### src/hdl/apan_pkg.sv
`default_nettype none

package apan_pkg;

  // Shared multiplier: signed operands wide enough for a 32-bit sample
  localparam int MUL_W = 33;
  localparam int P_W   = 2 * MUL_W;

  typedef logic signed [MUL_W-1:0] mul_op_t;
  typedef logic signed [P_W-1:0]   mul_p_t;

  // Register indexes on the configuration port
  localparam logic [1:0] REG_PHASE_INC = 2'd0;
  localparam logic [1:0] REG_PAN_AMT   = 2'd1;
  localparam logic [1:0] REG_LEVEL_IN  = 2'd2;
  localparam logic [1:0] REG_LEVEL_OUT = 2'd3;

  // Odd Taylor coefficients of sin(pi/2*t), Q2.30
  localparam logic [31:0] C1 = 32'd1686629713;
  localparam logic [31:0] C3 = 32'd693598668;
  localparam logic [31:0] C5 = 32'd85569306;
  localparam logic [31:0] C7 = 32'd5026995;
  localparam logic [31:0] C9 = 32'd172273;

  localparam int          HORNER_STEPS = 4;
  localparam logic [1:0]  HORNER_LAST  = 2'(HORNER_STEPS - 1);

  // Operation run through the shared multiplier
  typedef enum logic [6:0] {
    OP_LEV  = 7'b0000001,
    OP_SQ   = 7'b0000010,
    OP_HRN  = 7'b0000100,
    OP_SIN  = 7'b0001000,
    OP_MOD  = 7'b0010000,
    OP_GAIN = 7'b0100000,
    OP_OUT  = 7'b1000000
  } op_t;

  typedef struct packed {
    op_t        op;
    logic       ch;       // 0 left, 1 right
    logic [1:0] hstep;    // Horner step
    logic       issue;    // load multiplier
    logic       write;    // take product into its target register
    logic       idle;
  } ctrl_t;

  // Coefficient subtracted at each Horner step, innermost first
  function automatic logic [31:0] horner_coef(input logic [1:0] k);
    logic [31:0] c;
    case (k)
      2'd0:    c = C7;
      2'd1:    c = C5;
      2'd2:    c = C3;
      default: c = C1;
    endcase
    return c;
  endfunction

endpackage

`default_nettype wire

### src/hdl/apan_mul.sv
`default_nettype none

module apan_mul (
  input  wire logic             clk,
  input  wire logic             en,
  input  wire apan_pkg::mul_op_t a,
  input  wire apan_pkg::mul_op_t b,
  output apan_pkg::mul_p_t      p
);

  always_ff @(posedge clk) begin
    if (en) begin
      p <= a * b;
    end
  end

endmodule

`default_nettype wire

### src/hdl/apan_ctrl.sv
`default_nettype none

module apan_ctrl (
  input  wire logic    clk,
  input  wire logic    rst,
  input  wire logic    start,
  input  wire logic    out_free,
  output apan_pkg::ctrl_t ctrl
);

  typedef enum logic [2:0] {
    S_IDLE  = 3'b001,
    S_ISSUE = 3'b010,
    S_WRITE = 3'b100
  } state_t;

  state_t          state, state_next;
  apan_pkg::op_t   op, op_next;
  logic            ch, ch_next;
  logic [1:0]      hstep, hstep_next;
  logic            blocked;

  // Last write of a frame waits for the output register
  assign blocked = (op == apan_pkg::OP_OUT) && ch && !out_free;

  always_comb begin
    state_next = state;
    op_next    = op;
    ch_next    = ch;
    hstep_next = hstep;
    case (state)
      S_IDLE: begin
        if (start) begin
          state_next = S_ISSUE;
          op_next    = apan_pkg::OP_LEV;
          ch_next    = 1'b0;
          hstep_next = 2'd0;
        end
      end
      S_ISSUE: begin
        state_next = S_WRITE;
      end
      S_WRITE: begin
        state_next = S_ISSUE;
        case (op)
          apan_pkg::OP_LEV:  op_next = apan_pkg::OP_SQ;
          apan_pkg::OP_SQ: begin
            op_next    = apan_pkg::OP_HRN;
            hstep_next = 2'd0;
          end
          apan_pkg::OP_HRN: begin
            if (hstep == apan_pkg::HORNER_LAST) begin
              op_next = apan_pkg::OP_SIN;
            end else begin
              hstep_next = hstep + 2'd1;
            end
          end
          apan_pkg::OP_SIN:  op_next = apan_pkg::OP_MOD;
          apan_pkg::OP_MOD:  op_next = apan_pkg::OP_GAIN;
          apan_pkg::OP_GAIN: op_next = apan_pkg::OP_OUT;
          apan_pkg::OP_OUT: begin
            if (!ch) begin
              op_next = apan_pkg::OP_MOD;
              ch_next = 1'b1;
            end else if (blocked) begin
              state_next = S_WRITE;
            end else begin
              state_next = S_IDLE;
            end
          end
          default: state_next = S_IDLE;
        endcase
      end
      default: state_next = S_IDLE;
    endcase
  end

  always_ff @(posedge clk) begin
    if (rst) begin
      state <= S_IDLE;
      op    <= apan_pkg::OP_LEV;
      ch    <= 1'b0;
      hstep <= 2'd0;
    end else begin
      state <= state_next;
      op    <= op_next;
      ch    <= ch_next;
      hstep <= hstep_next;
    end
  end

  always_comb begin
    ctrl.op    = op;
    ctrl.ch    = ch;
    ctrl.hstep = hstep;
    ctrl.issue = (state == S_ISSUE);
    ctrl.write = (state == S_WRITE) && !blocked;
    ctrl.idle  = (state == S_IDLE);
  end

endmodule

`default_nettype wire

### src/hdl/stereo_autopan_lfo_gain_core.sv
`default_nettype none

// Stereo auto-panner with a sine LFO.
// Input channel: in_valid/in_stall carry one stereo word (sample_left,
// sample_right). Output channel: out_valid/out_stall carry the panned word
// (out_left, out_right). A word moves on a rising edge with valid high and
// stall low. Configuration is a plain write port (cfg_we, cfg_index,
// cfg_data); the user must write it only while the block is idle, and
// the block itself does not enforce this. One word takes 13 passes
// through a single shared 33x33 multiplier, each a load of the product
// and then a write back. in_stall is high while a word is in work, so a
// new word is taken only after the previous one has been written back.
// The output register lets the next word enter while the last result still
// waits; if out_stall holds the previous result, the final write back waits.
// Reset clears the LFO phase, sets pan depth to zero and both levels to
// unity, and empties the output register. No clearing pass is needed.
module stereo_autopan_lfo_gain_core #(
  parameter int SINE_TABLE_BITS = 10,
  parameter int SAMPLE_WIDTH    = 24
) (
  input  wire  logic                           clk,
  input  wire  logic                           rst,
  input  wire  logic                           in_valid,
  output logic                                 in_stall,
  input  wire  logic signed [SAMPLE_WIDTH-1:0] sample_left,
  input  wire  logic signed [SAMPLE_WIDTH-1:0] sample_right,
  output logic                                 out_valid,
  input  wire  logic                           out_stall,
  output logic signed [SAMPLE_WIDTH-1:0]       out_left,
  output logic signed [SAMPLE_WIDTH-1:0]       out_right,
  input  wire  logic                           cfg_we,
  input  wire  logic [1:0]                     cfg_index,
  input  wire  logic [30:0]                    cfg_data
);

  localparam int PW = apan_pkg::P_W;
  localparam int MW = apan_pkg::MUL_W;
  localparam int QB = SINE_TABLE_BITS - 2;
  localparam logic [QB:0] QSIZE = (QB+1)'(1) << QB;
  localparam logic signed [PW-1:0] Y_HI =
    {{(PW-SAMPLE_WIDTH+1){1'b0}}, {(SAMPLE_WIDTH-1){1'b1}}};
  localparam logic signed [PW-1:0] Y_LO =
    {{(PW-SAMPLE_WIDTH+1){1'b1}}, {(SAMPLE_WIDTH-1){1'b0}}};

  // configuration
  logic [30:0] phase_increment;
  logic [15:0] pan_amount;
  logic [15:0] level_in;
  logic [15:0] level_out;

  always_ff @(posedge clk) begin
    if (rst) begin
      phase_increment <= 31'd0;
      pan_amount      <= 16'd0;
      level_in        <= 16'd4096;
      level_out       <= 16'd4096;
    end else if (cfg_we) begin
      case (cfg_index)
        apan_pkg::REG_PHASE_INC: phase_increment <= cfg_data;
        apan_pkg::REG_PAN_AMT:   pan_amount      <= cfg_data[15:0];
        apan_pkg::REG_LEVEL_IN:  level_in        <= cfg_data[15:0];
        apan_pkg::REG_LEVEL_OUT: level_out       <= cfg_data[15:0];
        default: ;
      endcase
    end
  end

  apan_pkg::ctrl_t ctrl;
  logic            accept;
  logic            out_free;

  assign in_stall = !ctrl.idle;
  assign accept   = in_valid && !in_stall;
  assign out_free = !out_valid || !out_stall;

  apan_ctrl u_ctrl (
    .clk      (clk),
    .rst      (rst),
    .start    (accept),
    .out_free (out_free),
    .ctrl     (ctrl)
  );

  // phase and quarter-wave position
  logic [31:0]                  lfo_phase;
  logic [SINE_TABLE_BITS-1:0]   idx;
  logic [QB-1:0]                r;
  logic [QB:0]                  pos;

  assign idx = lfo_phase[31 -: SINE_TABLE_BITS];
  assign r   = idx[QB-1:0];
  assign pos = idx[QB] ? (QSIZE - {1'b0, r}) : {1'b0, r};

  always_ff @(posedge clk) begin
    if (rst) begin
      lfo_phase <= 32'd0;
    end else if (accept) begin
      lfo_phase <= lfo_phase + {1'b0, phase_increment};
    end
  end

  // working registers
  logic signed [SAMPLE_WIDTH-1:0] x_left, x_right, res_left;
  logic [30:0] t, t2;
  logic        quad_hi;
  logic [31:0] acc;
  logic [16:0] mag;
  logic [15:0] m;
  logic [19:0] lev;
  logic [20:0] g;

  always_ff @(posedge clk) begin
    if (accept) begin
      x_left  <= sample_left;
      x_right <= sample_right;
      t       <= {pos, {(32-SINE_TABLE_BITS){1'b0}}};
      quad_hi <= idx[SINE_TABLE_BITS-1];
    end
  end

  // LFO for the current channel; the right channel is half a turn ahead
  logic        neg;
  logic [17:0] u, u_rnd;
  logic [15:0] lfo;
  logic [15:0] amt;

  assign neg   = quad_hi ^ ctrl.ch;
  assign u     = neg ? (18'd65536 - {1'b0, mag}) : (18'd65536 + {1'b0, mag});
  assign u_rnd = u + 18'd2;
  assign lfo   = u_rnd[17:2];
  assign amt   = (pan_amount > 16'd32768) ? 16'd32768 : pan_amount;

  // operand select
  apan_pkg::mul_op_t              op_a, op_b;
  apan_pkg::mul_p_t               p;
  logic signed [SAMPLE_WIDTH-1:0] x_ch;

  assign x_ch = ctrl.ch ? x_right : x_left;

  always_comb begin
    op_a = '0;
    op_b = '0;
    case (ctrl.op)
      apan_pkg::OP_LEV: begin
        op_a = {17'd0, level_in};
        op_b = {17'd0, level_out};
      end
      apan_pkg::OP_SQ: begin
        op_a = {2'd0, t};
        op_b = {2'd0, t};
      end
      apan_pkg::OP_HRN: begin
        op_a = (ctrl.hstep == 2'd0) ? {1'b0, apan_pkg::C9} : {1'b0, acc};
        op_b = {2'd0, t2};
      end
      apan_pkg::OP_SIN: begin
        op_a = {1'b0, acc};
        op_b = {2'd0, t};
      end
      apan_pkg::OP_MOD: begin
        op_a = {17'd0, amt};
        op_b = {17'd0, lfo};
      end
      apan_pkg::OP_GAIN: begin
        op_a = {17'd0, m};
        op_b = {13'd0, lev};
      end
      apan_pkg::OP_OUT: begin
        op_a = {{(MW-SAMPLE_WIDTH){x_ch[SAMPLE_WIDTH-1]}}, x_ch};
        op_b = {12'd0, g};
      end
      default: ;
    endcase
  end

  apan_mul u_mul (
    .clk (clk),
    .en  (ctrl.issue),
    .a   (op_a),
    .b   (op_b),
    .p   (p)
  );

  // write back
  logic [31:0]          lev_sum;
  logic [31:0]          s_rnd;
  logic [17:0]          s_sh;
  logic [31:0]          m_sum;
  logic [35:0]          g_sum;
  logic signed [PW-1:0] y_full;
  logic signed [SAMPLE_WIDTH-1:0] y_sat;

  assign lev_sum = p[31:0] + 32'd2048;
  assign s_rnd   = {1'b0, p[60:30]} + 32'd8192;
  assign s_sh    = s_rnd[31:14];
  assign m_sum   = {1'b0, (16'd32768 - amt), 15'd0} + p[31:0] + 32'd16384;
  assign g_sum   = p[35:0] + 36'd16384;
  assign y_full  = (p + PW'(2048)) >>> 12;

  always_comb begin
    if (y_full > Y_HI) begin
      y_sat = Y_HI[SAMPLE_WIDTH-1:0];
    end else if (y_full < Y_LO) begin
      y_sat = Y_LO[SAMPLE_WIDTH-1:0];
    end else begin
      y_sat = y_full[SAMPLE_WIDTH-1:0];
    end
  end

  always_ff @(posedge clk) begin
    if (ctrl.write) begin
      case (ctrl.op)
        apan_pkg::OP_LEV:  lev <= lev_sum[31:12];
        apan_pkg::OP_SQ:   t2  <= p[60:30];
        apan_pkg::OP_HRN:  acc <= apan_pkg::horner_coef(ctrl.hstep) - {1'b0, p[60:30]};
        apan_pkg::OP_SIN:  mag <= (s_sh > 18'd65536) ? 17'd65536 : s_sh[16:0];
        apan_pkg::OP_MOD:  m   <= m_sum[30:15];
        apan_pkg::OP_GAIN: g   <= g_sum[35:15];
        apan_pkg::OP_OUT: begin
          if (!ctrl.ch) begin
            res_left <= y_sat;
          end else begin
            out_left  <= res_left;
            out_right <= y_sat;
          end
        end
        default: ;
      endcase
    end
  end

  always_ff @(posedge clk) begin
    if (rst) begin
      out_valid <= 1'b0;
    end else if (ctrl.write && (ctrl.op == apan_pkg::OP_OUT) && ctrl.ch) begin
      out_valid <= 1'b1;
    end else if (!out_stall) begin
      out_valid <= 1'b0;
    end
  end

endmodule

`default_nettype wire

### config.mk
export PLATFORM = sky130hd
export DESIGN_NAME = stereo_autopan_lfo_gain_core
export DESIGN_NICKNAME = d
export VERILOG_FILES = /design/src/hdl/apan_pkg.sv /design/src/hdl/apan_mul.sv /design/src/hdl/apan_ctrl.sv /design/src/hdl/stereo_autopan_lfo_gain_core.sv
export SDC_FILE = /design/constraint.sdc
export NUM_CORES = 2
export LEC_CHECK = 0
export BUFFER_PORTS_ARGS = -buffer_cell sky130_fd_sc_hd__buf_2
export CAP_MARGIN = 20
export CELL_PAD_IN_SITES_DETAIL_PLACEMENT = 1
export CELL_PAD_IN_SITES_GLOBAL_PLACEMENT = 1
export CORE_MARGIN = 4
export CORE_UTILIZATION = 52
export DETAILED_ROUTE_END_ITERATION = 8
export HOLD_SLACK_MARGIN = 0.1
export PLACE_DENSITY = 0.94
export SLEW_MARGIN = 20
export SYNTH_ARGS = -nofsm -noshare
export SYNTH_HDL_FRONTEND = slang
export SYNTH_SLANG_ARGS = --single-unit
### constraint.sdc
create_clock -name clk -period 14.7 [get_ports clk]
set_input_delay 4.41 -clock clk [delete_from_list [all_inputs] [get_ports clk]]
set_output_delay 4.41 -clock clk [all_outputs]
set_load 0.01 [all_outputs]
======== Yosys cells after proc, flatten, opt, wreduce, memory -nomap -nowiden ========
Cells that the tools add are included.
operators by class
  equal/unequal tests ..................... 24
  $add $sub $neg .......................... 14
  magnitude comparators ................... 4
  multiply operators ...................... 1
  bitwise operators ....................... 2
  reductions and logical operators ........ 32
  mux-type cells .......................... 31
operators with widths
  kind                                                                            number
  33-bit one-hot mux with 7 select lines                                          1
  31-bit one-hot mux with 6 select lines                                          1
  32-bit two-way mux                                                              3
  31-bit one-hot mux with 3 select lines                                          1
  24-bit two-way mux                                                              3
  65-bit by 13-bit adder with 66-bit output, second input constant                1
  33-bit by 32-bit multiplier with 65-bit output                                  1
  54-bit by 24-bit > comparator with 1-bit output, second input constant          1
  54-bit by 24-bit less-than comparator with 1-bit output, second input constant  1
  7-bit one-hot mux with 7 select lines                                           1
  36-bit by 15-bit adder with 36-bit output, second input constant                1
  31-bit by 14-bit adder with 32-bit output, second input constant                1
  32-bit by 12-bit adder with 32-bit output, second input constant                1
  32-bit by 31-bit adder with 32-bit output                                       1
  32-bit by 31-bit subtractor with 32-bit output                                  1
  31-bit by 15-bit adder with 31-bit output, second input constant                1
  31-bit adder                                                                    1
  7-bit two-way mux                                                               3
  2-bit AND reduction                                                             10
  17-bit by 17-bit adder with 18-bit output, first input constant                 1
  18-bit by 2-bit adder with 18-bit output, second input constant                 1
  18-bit by 17-bit > comparator with 1-bit output, second input constant          1
  18-bit two-way mux                                                              1
  17-bit by 17-bit subtractor with 18-bit output, first input constant            1
  other kinds (43)                                                                69
word-level totals
  flip-flop bits (word level) ............. 457
  word-level logic and storage cells ...... 133
  output and inout bits ................... 50

======== Logic depth before layout (Yosys ltp) ========
  depth in word-level cells ............... 9
  gate-level depth with buffers ........... 43

======== Cells and area by module ========
From an unflattened synthesis, not the netlist that was laid out.
unflattened totals
  cells, all modules ...................... 6,532
  area total of the unflattened synthesis .. 62,567.5 sq um
by module, submodules not included
  module                        sequential area each (sq um)  area each (sq um)  instances  cells an instance
  apan_mul                      1,981.9                       41,005.6           1          4,323
  stereo_autopan_lfo_gain_core  10,259.8                      20,721.1           1          2,098
  apan_ctrl                     260.2                         840.8              1          111

======== Worst setup path before layout ========
No wires, ideal clock.
  kind .................................... flip-flop to flip-flop
  from .................................... reg mag[6]
  to ...................................... reg u_mul.p[59], data pin
  path slack .............................. 4.419 ns
  path buffers ............................ 2
  setup time .............................. 0.162 ns
  arrival time ............................ 10.119 ns
  stages on the path, launching flop included .. 36
  period minus slack after synthesis ...... 10.281 ns
  path through ............................ edfxtp_1 -> or4_1 -> nor4_1 -> xnor2_1 -> a2bb2oi_1 -> nor4b_1 -> nand2b_1 -> nor3_1 -> nand3_1 -> nor2_1 -> xor2_1 -> o21ai_1 -> clkbuf_1 -> nand2_1 -> fa_1 -> fa_1 -> fa_1 -> fa_1 -> fa_1 -> inv_1 -> fa_1 -> fa_1 -> inv_1 -> fa_1 -> inv_1 -> ha_1 -> clkbuf_1 -> nand4_1 -> or4_1 -> nor2b_1 -> nor3_1 -> o221a_2 -> o31ai_4 -> a211oi_2 -> or4b_1 -> o2111ai_1
on the way
  word-level cells in the longest chain between the ends .. 5
ends and longest elaborated chain
  element                                                                                                             RTL line                             source
  start, declared                                                                                                     stereo_autopan_lfo_gain_core.sv:107  logic [16:0] mag;
  start signal, assigned                                                                                              stereo_autopan_lfo_gain_core.sv:216  apan_pkg::OP_SIN: mag <= (s_sh > 18'd65536) ? 17'd65536 : s_sh[16:0];
  17-bit by 17-bit adder with 18-bit output / 17-bit by 17-bit subtractor with 18-bit output (equally long branches)  stereo_autopan_lfo_gain_core.sv:128  assign u = neg ? (18'd65536 - {1'b0, mag}) : (18'd65536 + {1'b0, mag});
  18-bit two-way mux (*)                                                                                              stereo_autopan_lfo_gain_core.sv:128
  18-bit by 2-bit adder with 18-bit output (*)                                                                        stereo_autopan_lfo_gain_core.sv:129  assign u_rnd = u + 18'd2;
  31-bit one-hot mux with 6 select lines (*)                                                                          stereo_autopan_lfo_gain_core.sv:143  case (ctrl.op)
  33-bit by 32-bit multiplier with 65-bit output (*)                                                                  apan_mul.sv:13                       p <= a * b;
  end signal, assigned                                                                                                apan_mul.sv:13
  end, declared                                                                                                       apan_mul.sv:8                        output apan_pkg::mul_p_t p
Mark *: on every way between the ends. The rest lies on a longest branch, timed or not.
A chain may end at the register's enable or synchronous reset.

======== Worst setup path in the final report ========
  from .................................... reg mag[6]
  to ...................................... reg u_mul.p[62], data pin
The elaborated chain is that of the path after synthesis.

==> impl_metrics.csv <==
group,metric,value,unit
drt,postRouteAntennaNets,0,
critical_path,cpMostUsedCell,"fa_1",
yosys,synth_seq_cells,446,
grt,grt_overflow,0,
power_and_ir_drop,pwr-share-comb,28.2,%
clocking,post_cts_buffers,0,
grt,grt_pass1_wl,365.1,mm
timing,min_period,13.28,ns
finish,drive_gt1_share,6.471,%
critical_path,crit_type,"reg2reg",
finish,finish.net_count,7706,
drt,firstDrtPassIters,6,
place,gp_congestion,1.010,
finish,synthToLayoutAreaGrowth,7.558,%
clocking,htreeDepth,2,
timing,rsz0062_at_grt,"false",
die,fp.dieH,342.3,um
place,place_ws,2.265,ns
timing,finalCritPeriodShare,90.35,%
job,max_cap_viol_count,0,
die,die_x,342.3,um
die,io_pins,136,
critical_path,cp_max_fo,23,
timing,skew,0.04521,ns
clocking,ctsRootBufferMaster,"clkbuf_16",
finish,num-fill-cells,12530,
timing,fin_setup_tns,0,ns
timing,holdWs,0.4029,ns
drt,routed_wl,246.5,mm
power_and_ir_drop,ir_drop,183.1,uV
yosys,syn_area_per_cell,9.315,sq um
yosys,synthArstFlopShare,0,%
yosys,synth_top_area_cell,"fa_1",
critical_path,cp_data_required_time,15.11,ns
yosys,synth_commonest_cells,"inv_1, fa_1, nand2_1",
die,initial_core_util,52.45,%
die,num_rows,122,
clocking,cts_resized,0,
yosys,synth-main-ff-cell,"edfxtp_1",
clocking,cts_hold_buf,0,
die,die-area,0.1172,sq mm
critical_path,critPathCaptureType,"flip-flop",
place,place_hpwl,183.1,mm
clocking,cts_buffers,45,
timing,drv_slew,0,
yosys,yosysTopAreaCellShare,37.20,%
critical_path,arrival,13.69,ns
yosys,syn-cell-area,0.05812,sq mm
place,numPortBuffers,135,
die,core-area,0.1108,sq mm
drt,wl_per_cell,31.55,um
drt,drt_iter0_markers,6535,
grt,grt_pass1_vias,58630,
place,post_dp_cell_area,0.06087,sq mm
clocking,cts.sinks,446,
power_and_ir_drop,power.leakage,27.79,nW
power_and_ir_drop,sw_frac_of_total,33.98,%
timing,timing.fmax,75.29,MHz
timing,setup_slack,1.418,ns
finish,finalInstanceArea,0.06252,sq mm
power_and_ir_drop,powerDensity,60.62,mW/mm^2
clocking,clk_pin_slew,0.08,ns
power_and_ir_drop,pwr-share-clk,33.9,%
grt,grt_util_all_layers,42.35,%
outcome,status,"completed",
yosys,ys_warn_count,0,
yosys,yosysMostFrequentCell,"inv_1",
timing,hold_viol_final,0,
grt,grt_max_degree,69,
clocking,cts_tree,"done",
drt,drc_errors,0,
clocking,clock_path_buffers,3,
worst_hold_path,min_path_type,"reg2reg",
power_and_ir_drop,pwr-share-seq,37.9,%
critical_path,slowest_delay,0.80,ns
critical_path,cp-start-kind,"flip-flop",
timing,tightest_slew,1.260,ns
timing,slew_headroom,15.99,%
drt,num_vias,51230,
drt,avgViaCountPerCell,6.557,
yosys,synth_cell_types,85,
power_and_ir_drop,net-switching-power,0.001288,W
timing,setup_viol,0,
critical_path,cp_slowest_cell,"a31oi_1",
yosys,synth-edff-count,321,
grt,antenna_found_initial,22,
yosys,yosys-top-cells-area,"fa_1, edfxtp_1, inv_1",
yosys,syn_inst,6240,
yosys,yosysSeqAreaShare,20.89,%
power_and_ir_drop,finalPower,0.003790,W
power_and_ir_drop,cellInternalPower,0.002502,W
clocking,clkLatencyLatePin,0.65,ns
power by group through the flow:
stage / Combinational (W) / Clock, W / Sequential [W]
final: 0.00107 / 0.00128 / 0.00144
after detailed placement: 0.00103 / 0 / 0.00146
after floorplan: 0.000714 / 0 / 0.00144
after global placement: 0.000919 / 0 / 0.00146
after CTS: 0.00105 / 0.00127 / 0.00143
after global routing: 0.00117 / 0.00133 / 0.00144
worst max-delay path: cells and delay by family, from the launching register on:
family                     cells  cell delay, ns
buffers and inverters          4            0.72
xor gates and xnor gates       3            0.39
AOI/OAI and AO/OA              9            3.32
adders and majority gates      9            4.81
and+or+nand+nor               11            3.28
DFF                            1            0.50
stage by stage:
stage,utilization [%],std cells
after floorplan,-,6258
after global placement,54.92,7708
after detailed placement,54.92,7708
after CTS,56.33,7791
after global routing,56.37,7793
final,56.41,7814
cells by family (layout without fill, tap and decap cells):
kind of cell             Yosys count  count (layout)  share of synthesized area, %
AO/OA/AOI/OAI                    711             711                         7.988
XOR/XNOR                         247             247                         3.722
adder cells (fa/ha/maj)         1351            1351                         43.03
buffers and inverters           1551            1598                         10.05
flip-flops                       446             446                         20.89
multiplexers                      25              25                        0.4348
other                              2              41                       0.01292
AND/OR/NAND/NOR                 1907            1907                         13.87
layer usage:
layer | vias to the layer above | routed length (um) | track usage [%]
met5 | - | 309 | 0
met4 | 26 | 27180 | 37.50
met3 | 1929 | 31110 | 16.11
met2 | 4406 | 113200 | 66.76
met1 | 25490 | 74650 | 44.15
li1 | 19380 | - | -
worst paths after layout:
kind,start,endpoint,slack (ns),cells after the start
worst max-delay path,mag[6]$_SDFFCE_PN0P_,u_mul.p[62]$_DFFE_PP_,1.42,36
worst max register to register,mag[6]$_SDFFCE_PN0P_,u_mul.p[62]$_DFFE_PP_,1.42,36
worst min-delay path,res_left[14]$_DFFE_PP_,out_left[14]$_DFFE_PP_,0.40,0
worst min register to register,res_left[14]$_DFFE_PP_,out_left[14]$_DFFE_PP_,0.40,0
cells in the final DEF (no fill, tap or decap), types with 53 or more instances in the layout:
cell and n:
inv_1 1253, xnor2_1 185, fa_1 1080, nand3_1 66, edfxtp_1 321, nor3_1 67
a21oi_1 257, xor2_1 62, buf_2 134, o21ai_0 97, buf_4 123, dfxtp_1 124
ha_1 271, nor2_1 570, a21o_1 53, nand2_1 947
area by class of cell:
| cell class | instances | area [sq um] | share of cell area, % |
|---|---|---|---|
| diodes | 21 | 52.55 | 0.08406 |
| repair buffers | 259 | 1629 | 2.606 |
| flip-flops and latches | 446 | 12140 | 19.42 |
| multi-input cells | 4261 | 40560 | 64.87 |
| clock buffers | 63 | 1276 | 2.041 |
| clock inverters | 20 | 281.5 | 0.4503 |
| inverters | 1256 | 4717 | 7.545 |
| well taps | 1488 | 1862 | 2.978 |
flip-flops by register name, indices dropped and copies added (netlist names):
name	cells
acc	32
g	21
lev	20
level_in	16
level_out	16
lfo_phase	32
m	16
mag	17
out_left	24
out_right	24
out_valid	1
pan_amount	16
phase_increment	31
quad_hi	1
res_left	24
t	9
t2	31
u_ctrl.ch	1
u_ctrl.hstep	2
u_ctrl.op	7
u_ctrl.state	3
u_mul.p	54
x_left	24
x_right	24
Power figures use the tool's default switching activity.
